--- config.mk ---
export PLATFORM = sky130hd
export DESIGN_NAME = eptl_walker_flat
export DESIGN_NICKNAME = d
export VERILOG_FILES = /design/src/rtl/core/eptl_pkg.sv /design/src/rtl/core/eptl_if.sv /design/src/rtl/core/eptl_walker.sv /design/src/flat_wrapper.sv
export SDC_FILE = /design/constraint.sdc
export NUM_CORES = 1
export LEC_CHECK = 0
export BUFFER_PORTS_ARGS = -buffer_cell sky130_fd_sc_hd__buf_2
export CAP_MARGIN = 20
export CORE_UTILIZATION = 34
export DETAILED_ROUTE_END_ITERATION = 12
export PLACE_DENSITY = 0.56
export SYNTH_ARGS = -nofsm -noshare
export SYNTH_HDL_FRONTEND = slang
export SYNTH_SLANG_ARGS = --single-unit
--- constraint.sdc ---
create_clock -name i_clk -period 4.55 [get_ports i_clk]
set_input_delay 0.6825 -clock i_clk [delete_from_list [all_inputs] [get_ports i_clk]]
set_output_delay 0.6825 -clock i_clk [all_outputs]
set_load 0.005 [all_outputs]
--- src/rtl/core/eptl_pkg.sv ---
// ----------------------------------------------------------------------------
// eptl_pkg
// Shared types and constants of the four-level translation table lookup.
// ----------------------------------------------------------------------------
package eptl_pkg;

    // Field widths
    localparam int unsigned GA_W    = 48;
    localparam int unsigned HA_W    = 52;
    localparam int unsigned FL_W    = 12;
    localparam int unsigned CNT_W   = 16;
    localparam int unsigned ENT_W   = 52;
    localparam int unsigned OFF_W   = 12;
    localparam int unsigned IDX_W   = 9;
    localparam int unsigned ENTRIES = 512;
    localparam int unsigned LINK_W  = ENT_W - OFF_W;

    // Flags of a non-leaf link entry
    localparam logic [OFF_W-1:0] LINK_FLAGS = 12'h007;

    // Level codes: the root is the highest
    localparam logic [1:0] LVL_ROOT = 2'd3;
    localparam logic [1:0] LVL_L3   = 2'd2;
    localparam logic [1:0] LVL_L2   = 2'd1;
    localparam logic [1:0] LVL_LEAF = 2'd0;

    typedef enum logic [1:0] {
        CMD_MAP    = 2'd0,
        CMD_UNMAP  = 2'd1,
        CMD_LOOKUP = 2'd2,
        CMD_RSVD   = 2'd3
    } t_cmd;

    typedef enum logic [1:0] {
        ST_OK       = 2'd0,
        ST_BAD_ARG  = 2'd1,
        ST_NO_POOL  = 2'd2,
        ST_UNMAPPED = 2'd3
    } t_status;

    typedef enum logic [2:0] {
        WS_INIT,
        WS_IDLE,
        WS_READ,
        WS_EVAL,
        WS_ZERO,
        WS_DONE
    } t_walk_state;

    typedef struct packed {
        t_status           status;
        logic [HA_W-1:0]   translated_address;
        logic              was_mapped;
        logic [CNT_W-1:0]  mapped_page_count;
    } t_rsp;

endpackage

--- src/rtl/core/eptl_if.sv ---
// ----------------------------------------------------------------------------
// eptl_if
// Valid/ready channels for command items and response items.
// ----------------------------------------------------------------------------
interface eptl_cmd_if import eptl_pkg::*; ();
    logic              valid;
    logic              ready;
    logic [1:0]        command;
    logic [GA_W-1:0]   guest_address;
    logic [HA_W-1:0]   host_address;
    logic [FL_W-1:0]   entry_flags;

    modport source (output valid, command, guest_address, host_address, entry_flags,
                    input ready);
    modport sink   (input valid, command, guest_address, host_address, entry_flags,
                    output ready);
endinterface


--- src/rtl/core/eptl_walker.sv ---
// ----------------------------------------------------------------------------
// eptl_walker
// Table walk sequencer: reads one level per step, allocates and clears
// missing tables, writes leaves and keeps the page count.
// ----------------------------------------------------------------------------
module eptl_walker import eptl_pkg::*; #(
    parameter  int unsigned TABLE_POOL = 64,
    localparam int unsigned TBL_IDX_W  = $clog2(TABLE_POOL),
    localparam int unsigned ADDR_W     = TBL_IDX_W + IDX_W
) (
    input  logic              i_clk,
    input  logic              i_rst_n,
    eptl_cmd_if.sink          i_cmd,
    output logic              o_ram_we,
    output logic [ADDR_W-1:0] o_ram_addr,
    output logic [ENT_W-1:0]  o_ram_wdata,
    input  logic [ENT_W-1:0]  i_ram_rdata,
    output t_rsp              o_res,
    output logic              o_res_valid,
    input  logic              i_res_ready
);

    localparam int unsigned NF_W = $clog2(TABLE_POOL + 1);

    t_walk_state          r_state, n_state;
    t_cmd                 r_cmd, n_cmd;
    logic [GA_W-1:0]      r_gaddr, n_gaddr;
    logic [HA_W-1:0]      r_haddr, n_haddr;
    logic [FL_W-1:0]      r_flags, n_flags;
    logic [1:0]           r_lvl, n_lvl;
    logic [TBL_IDX_W-1:0] r_tbl, n_tbl;
    logic [NF_W-1:0]      r_next_free, n_next_free;
    logic [CNT_W-1:0]     r_count, n_count;
    logic [IDX_W-1:0]     r_clr_idx, n_clr_idx;
    t_status              r_status, n_status;
    logic [HA_W-1:0]      r_xlat, n_xlat;
    logic                 r_was, n_was;

    logic [IDX_W-1:0]     lvl_idx;
    logic [LINK_W-1:0]    link_tbl;
    logic                 follow_ok;
    logic                 pool_empty;
    logic                 clr_sel;
    logic                 bad_map;

    // Select the index of the current level
    always_comb begin
        unique case (r_lvl)
            LVL_ROOT: lvl_idx = r_gaddr[47:39];
            LVL_L3:   lvl_idx = r_gaddr[38:30];
            LVL_L2:   lvl_idx = r_gaddr[29:21];
            default:  lvl_idx = r_gaddr[20:12];
        endcase
    end

    // Decode the entry read back from the pool
    assign link_tbl   = i_ram_rdata[OFF_W +: LINK_W];
    assign follow_ok  = i_ram_rdata[0] && (link_tbl < LINK_W'(TABLE_POOL));
    assign pool_empty = (r_next_free >= NF_W'(TABLE_POOL));
    assign bad_map    = (i_cmd.guest_address[OFF_W-1:0] != '0)
                     || (i_cmd.host_address[OFF_W-1:0] != '0)
                     || !i_cmd.entry_flags[0];

    // Memory address: sweep counter while clearing, walk index otherwise
    assign clr_sel    = (r_state == WS_INIT) || (r_state == WS_ZERO);
    assign o_ram_addr = clr_sel ? {r_tbl, r_clr_idx} : {r_tbl, lvl_idx};

    // Next state and outputs
    always_comb begin
        n_state     = r_state;
        n_cmd       = r_cmd;
        n_gaddr     = r_gaddr;
        n_haddr     = r_haddr;
        n_flags     = r_flags;
        n_lvl       = r_lvl;
        n_tbl       = r_tbl;
        n_next_free = r_next_free;
        n_count     = r_count;
        n_clr_idx   = r_clr_idx;
        n_status    = r_status;
        n_xlat      = r_xlat;
        n_was       = r_was;
        o_ram_we    = 1'b0;
        o_ram_wdata = '0;
        i_cmd.ready = 1'b0;
        o_res_valid = 1'b0;

        unique case (r_state)
            // Clear the root table after reset
            WS_INIT: begin
                o_ram_we  = 1'b1;
                n_clr_idx = r_clr_idx + IDX_W'(1);
                if (r_clr_idx == IDX_W'(ENTRIES - 1)) begin
                    n_state = WS_IDLE;
                end
            end

            // Take a new item
            WS_IDLE: begin
                i_cmd.ready = 1'b1;
                if (i_cmd.valid) begin
                    n_cmd    = t_cmd'(i_cmd.command);
                    n_gaddr  = i_cmd.guest_address;
                    n_haddr  = i_cmd.host_address;
                    n_flags  = i_cmd.entry_flags;
                    n_lvl    = LVL_ROOT;
                    n_tbl    = '0;
                    n_status = ST_OK;
                    n_xlat   = '0;
                    n_was    = 1'b0;
                    priority if (t_cmd'(i_cmd.command) == CMD_RSVD) begin
                        n_state = WS_DONE;
                    end else if (t_cmd'(i_cmd.command) == CMD_MAP && bad_map) begin
                        n_status = ST_BAD_ARG;
                        n_state  = WS_DONE;
                    end else begin
                        n_state = WS_READ;
                    end
                end
            end

            // Present the entry address; data returns next cycle
            WS_READ: begin
                n_state = WS_EVAL;
            end

            // Act on the entry of the current level
            WS_EVAL: begin
                if (r_lvl != LVL_LEAF) begin
                    priority if (follow_ok) begin
                        n_tbl   = link_tbl[TBL_IDX_W-1:0];
                        n_lvl   = r_lvl - 2'd1;
                        n_state = WS_READ;
                    end else if (r_cmd != CMD_MAP) begin
                        n_status = ST_UNMAPPED;
                        n_state  = WS_DONE;
                    end else if (pool_empty) begin
                        n_status = ST_NO_POOL;
                        n_state  = WS_DONE;
                    end else begin
                        // Link a fresh table, then clear it
                        o_ram_we    = 1'b1;
                        o_ram_wdata = {LINK_W'(r_next_free), LINK_FLAGS};
                        n_tbl       = r_next_free[TBL_IDX_W-1:0];
                        n_next_free = r_next_free + NF_W'(1);
                        n_lvl       = r_lvl - 2'd1;
                        n_clr_idx   = '0;
                        n_state     = WS_ZERO;
                    end
                end else begin
                    n_state = WS_DONE;
                    unique case (r_cmd)
                        CMD_MAP: begin
                            o_ram_we    = 1'b1;
                            o_ram_wdata = {r_haddr[HA_W-1:OFF_W], r_flags};
                            if (i_ram_rdata[0]) begin
                                n_was = 1'b1;
                            end else begin
                                n_count = r_count + CNT_W'(1);
                            end
                        end
                        CMD_UNMAP: begin
                            if (i_ram_rdata[0]) begin
                                o_ram_we = 1'b1;
                                n_count  = r_count - CNT_W'(1);
                            end else begin
                                n_status = ST_UNMAPPED;
                            end
                        end
                        default: begin
                            if (i_ram_rdata[0]) begin
                                n_xlat = {i_ram_rdata[ENT_W-1:OFF_W], r_gaddr[OFF_W-1:0]};
                            end else begin
                                n_status = ST_UNMAPPED;
                            end
                        end
                    endcase
                end
            end

            // Sweep a newly linked table to zero, then continue the walk
            WS_ZERO: begin
                o_ram_we  = 1'b1;
                n_clr_idx = r_clr_idx + IDX_W'(1);
                if (r_clr_idx == IDX_W'(ENTRIES - 1)) begin
                    n_state = WS_READ;
                end
            end

            // Hand the result to the output stage
            WS_DONE: begin
                o_res_valid = 1'b1;
                if (i_res_ready) begin
                    n_state = WS_IDLE;
                end
            end

            default: begin
                n_state = WS_INIT;
            end
        endcase
    end

    assign o_res = '{status:             r_status,
                     translated_address: r_xlat,
                     was_mapped:         r_was,
                     mapped_page_count:  r_count};

    // Control state
    always_ff @(posedge i_clk) begin
        if (!i_rst_n) begin
            r_state     <= WS_INIT;
            r_tbl       <= '0;
            r_clr_idx   <= '0;
            r_next_free <= NF_W'(1);
            r_count     <= '0;
        end else begin
            r_state     <= n_state;
            r_tbl       <= n_tbl;
            r_clr_idx   <= n_clr_idx;
            r_next_free <= n_next_free;
            r_count     <= n_count;
        end
    end

    // Item payload and result fields
    always_ff @(posedge i_clk) begin
        r_cmd    <= n_cmd;
        r_gaddr  <= n_gaddr;
        r_haddr  <= n_haddr;
        r_flags  <= n_flags;
        r_lvl    <= n_lvl;
        r_status <= n_status;
        r_xlat   <= n_xlat;
        r_was    <= n_was;
    end

endmodule

--- src/flat_wrapper.sv ---
// flat-port wrapper written by rule: the top's interface ports become plain ports
module eptl_walker_flat import eptl_pkg::*;
#(
    parameter  int unsigned TABLE_POOL = 64,
    localparam int unsigned TBL_IDX_W  = $clog2(TABLE_POOL),
    localparam int unsigned ADDR_W     = TBL_IDX_W + IDX_W
)
  (i_clk, i_rst_n, o_ram_we, o_ram_addr, o_ram_wdata, i_ram_rdata, o_res, o_res_valid, i_res_ready, i_cmd_valid, i_cmd_command, i_cmd_guest_address, i_cmd_host_address, i_cmd_entry_flags, i_cmd_ready);
  eptl_cmd_if i_cmd_i ();
  input  logic i_clk;
  input  logic i_rst_n;
  output logic o_ram_we;
  output logic [ADDR_W-1:0] o_ram_addr;
  output logic [ENT_W-1:0] o_ram_wdata;
  input  logic [ENT_W-1:0] i_ram_rdata;
  output t_rsp o_res;
  output logic o_res_valid;
  input  logic i_res_ready;
  input wire logic [$bits(i_cmd_i.valid)-1:0] i_cmd_valid;
  input wire logic [$bits(i_cmd_i.command)-1:0] i_cmd_command;
  input wire logic [$bits(i_cmd_i.guest_address)-1:0] i_cmd_guest_address;
  input wire logic [$bits(i_cmd_i.host_address)-1:0] i_cmd_host_address;
  input wire logic [$bits(i_cmd_i.entry_flags)-1:0] i_cmd_entry_flags;
  output wire logic [$bits(i_cmd_i.ready)-1:0] i_cmd_ready;
  assign i_cmd_i.valid = i_cmd_valid;
  assign i_cmd_i.command = i_cmd_command;
  assign i_cmd_i.guest_address = i_cmd_guest_address;
  assign i_cmd_i.host_address = i_cmd_host_address;
  assign i_cmd_i.entry_flags = i_cmd_entry_flags;
  assign i_cmd_ready = i_cmd_i.ready;
  eptl_walker #(.TABLE_POOL(TABLE_POOL)) u_core (.i_clk(i_clk), .i_rst_n(i_rst_n), .i_cmd(i_cmd_i), .o_ram_we(o_ram_we), .o_ram_addr(o_ram_addr), .o_ram_wdata(o_ram_wdata), .i_ram_rdata(i_ram_rdata), .o_res(o_res), .o_res_valid(o_res_valid), .i_res_ready(i_res_ready));
endmodule
==> impl_metrics.ini <==
[cts]
clock_path_buffers = 2
post_cts_buffers = 0
clkTransAtPathRegs_ps = 90
root_buffer = clkbuf_16
cts_tree = done
ctsHoldBuffers = 0
cts_resized = 0
cts_buffers = 17
cts_htree_levels = 4
clk_latency_ps = 440
cts.sinks = 200

[synth]
synth_nets = 896
ys_types = 58
syn_avg_cell_area_um2 = 12.4
ys.flop_type = edfxtp_1
async_flop_share_pct = 0
postSynthCellCount = 703
syn_area_um2 = 8730
ys_seq_elements = 200
yosysSeqAreaShare_pct = 64.1
synth_enable_flop_cells = 159
ys_warn_count = 0

[setup_path]
rr_startpoint = u_core.r_cmd[1]$_DFFE_PP_
rrSetupSlack_ps = 1500
crit_type = flop to output port
crit_fanout = 13
critPathCaptureType = output port
reg2regPathDepth = 9
regToRegEndpoint = u_core.r_count[15]$_SDFFE_PN0P_
worstPathArrival_ps = 3190
required_ps = 3870
worst_setup_path_start_kind = flop

[power_and_ir_drop]
total_power_uw = 3650
combinationalPowerShare_pct = 2.8
pwr_density_cell_nw_per_um2 = 326
power_frac_seq_pct = 53.8
leakage_uw = 0.00465
p_clk_share_pct = 43.4
vdd_drop_max_v = 0.000192
intPower_uw = 2820
swShare_pct = 22.8
netSwitchingPower_uw = 832

[worst_hold_path]
min_from = i_cmd_guest_address[41]
min_path_type = input port to flop
whs_path_depth = 1
min_to = u_core.r_gaddr[41]$_DFFE_PP_

[route]
vias_per_cell = 4.78
wl_um = 21800
drc = 0
drt-pass1-iter-count = 5
ant_nets = 0
avgRoutedWirePerCell_um = 16.4
drt-initial-drc-count = 339
num_vias = 6377

[global_route]
grt_overflow_total = 0
grt_usage_pct = 16.7
antenna_found_initial = 0
grt_pass1_vias = 6222
grt_pass1_wl_um = 33500
grt_max_degree = 60

[cells_and_area]
multi_input_area_um2 = 2960
drive_above_1_share_pct = 34.7
syn_to_final_growth_pct = 28.3
nets = 1185
diodes = 0
register_area_um2 = 5600
fillers = 2356

[sta]
layout_min_cycle_time_ps = 3870
finClkSkew_ps = 12.9
fmax_mhz = 259
fin_crit_sh_pct = 85.0
final-max-slew-violation-count = 0
hold_violations = 0
setup-violations-final = 0
rsz0062_at_grt = no
relSlewSlack_pct = 31.4
worst_pin_slew_ps = 1030
setup_tns_ps = 0
finalWorstSetupSlack_ps = 682
whs_ps = 412

[floorplan]
initial_core_util_pct = 34.7
die-height_um = 162
core_area_um2 = 25200
fp.dieW_um = 162
die_area_um2 = 26300
rows = 58
ios = 311

[placement]
portBuffers = 299
place_hpwl_um = 15700
gp_congestion = 0.883
pre_cts_slack_ps = 1100

[status]
outcome = complete, no violations

[job]
cap_violations = 0
-- Yosys cell counts, drive strengths merged, types with 3 or more instances --
library cell    n  area, um^2
nor3           12        80.1
nor2           36         135
xnor2           8        70.1
nor3b           5        37.5
dfxtp          41         821
a211oi          4        30.0
o21ai          20         100
nand3          18        90.1
xor2            8        70.1
nor2b           6        37.5
clkbuf         30         113
nor4b           3        26.3
a31oi           5        31.3
a222oi          9        90.1
edfxtp        159        4770
o2bb2ai         6        52.6
a21boi          6        45.1
and2          106         663
buf             7        35.0
a21oi          29         145
a22o            6        52.6
or3             3        18.8
nand2b          4        25.0
o21a            3        22.5
o211a          10         100
o211ai          6        45.0
a21o           15         113
nand3b          5        37.5
nor4           11        68.8
nand4          10        62.6
inv            14        52.6
ha             22         275
nand2          50         188
-- per-layer routing --
| metal | part of all wire, % | GRT usage [%] | vias to the layer above |
|---|---|---|---|
| li1 | - | - | 3170 |
| met1 | 44 | 21.1 | 2945 |
| met2 | 45 | 26.5 | 244 |
| met3 | 8.8 | 5.77 | 18 |
| met4 | 1.6 | 5.83 | 0 |
| met5 | 0 | 0 | - |
-- cell usage in the layout, fill, tap and decap left out, types with 3 or more instances in the layout --
cell type / Yosys / final
nand4_1: 10 / 10
nand2_1: 50 / 50
o2bb2ai_1: 6 / 6
clkinv_8: 0 / 6
buf_2: 4 / 299
inv_1: 14 / 13
or3_1: 3 / 3
nor4_1: 11 / 11
nor2b_1: 6 / 6
nand3b_1: 5 / 5
and2_1: 106 / 106
o211a_1: 10 / 10
nand3_1: 18 / 18
edfxtp_1: 159 / 159
o211ai_1: 6 / 6
o21a_1: 3 / 3
a21o_1: 15 / 15
dfxtp_1: 41 / 41
clkbuf_16: 0 / 17
nor3b_1: 5 / 5
xor2_1: 8 / 8
a222oi_1: 9 / 9
nor4b_1: 3 / 3
xnor2_1: 8 / 8
ha_1: 22 / 22
nor3_1: 8 / 8
nand2b_1: 4 / 4
a21oi_1: 29 / 28
a22o_1: 6 / 6
a211oi_1: 4 / 4
nor2_1: 36 / 36
buf_4: 1 / 8
o21ai_0: 18 / 18
a31oi_1: 5 / 5
a21boi_0: 5 / 5
-- state kept, by name, indices dropped and copies added (netlist names), 3 cells and up --
name                flops
u_core.r_gaddr         48
u_core.r_count         16
u_core.r_haddr         40
u_core.r_next_free      7
u_core.r_state          3
u_core.r_tbl            6
u_core.r_xlat          52
u_core.r_flags         12
u_core.r_clr_idx        9
-- metrics by stage --
stage,util (%),instance area (um^2),std cells
5_1_grt,44.5,11200,1334
4_1_cts,44.5,11200,1334
6_report,44.5,11200,1334
3_3_place_gp,42.0,10600,1303
2_1_floorplan,-,8730,703
3_5_place_dp,42.0,10600,1303
-- cell type report --
class,count,share of cell area [%]
Multi-Input combinational cell,452,26.4
Timing Repair Buffer,307,13.9
Clock inverter,14,1.80
Sequential cell,200,49.9
Clock buffer,17,3.80
Inverter,14,0.491
Tap cell,330,3.68
-- worst max path at each step --
stage	from	endpoint	slack [ps]
final	u_core.r_state[1]$_SDFFE_PN0P_	o_ram_we	680
after global routing	u_core.r_state[0]$_SDFFE_PN0P_	o_ram_we	300
after CTS	u_core.r_state[1]$_SDFFE_PN0P_	o_ram_we	610
after detailed placement	u_core.r_state[1]$_SDFFE_PN0P_	o_ram_we	1100
after global placement	u_core.r_state[1]$_SDFFE_PN0P_	o_ram_we	1140
after floorplan	u_core.r_state[2]$_SDFFE_PN0P_	u_core.r_xlat[0]$_SDFFCE_PN0P_	420
-- critical path: stages, from the launching register on --
cell and delay [ps]:
dfxtp_1 550, nand3b_1 420, nor2_1 350, nand2_1 230, nor2_1 850, or3_1 240
buf_2 120
-- power by group through the flow --
| stage | Clock (uW) | Sequential (uW) | Combinational [uW] |
|---|---|---|---|
| after floorplan | 0 | 2000 | 18.6 |
| after global routing | 1720 | 1960 | 113 |
| after detailed placement | 0 | 2010 | 104 |
| after global placement | 0 | 2010 | 103 |
| after CTS | 1640 | 1960 | 105 |
| final | 1590 | 1960 | 102 |
-- kinds of logic after synthesis --
| family | Yosys count | synth area share, % |
|---|---|---|
| AND/OR/NAND/NOR | 277 | 17.6 |
| flip-flops | 200 | 64.1 |
| AO/OA/AOI/OAI | 134 | 10.9 |
| buffers and inverters | 51 | 2.29 |
| adder cells (fa/ha/maj) | 23 | 3.38 |
| XOR/XNOR | 16 | 1.60 |
| multiplexers | 2 | 0.229 |
No activity file was read; power rests on OpenSTA's default activity.
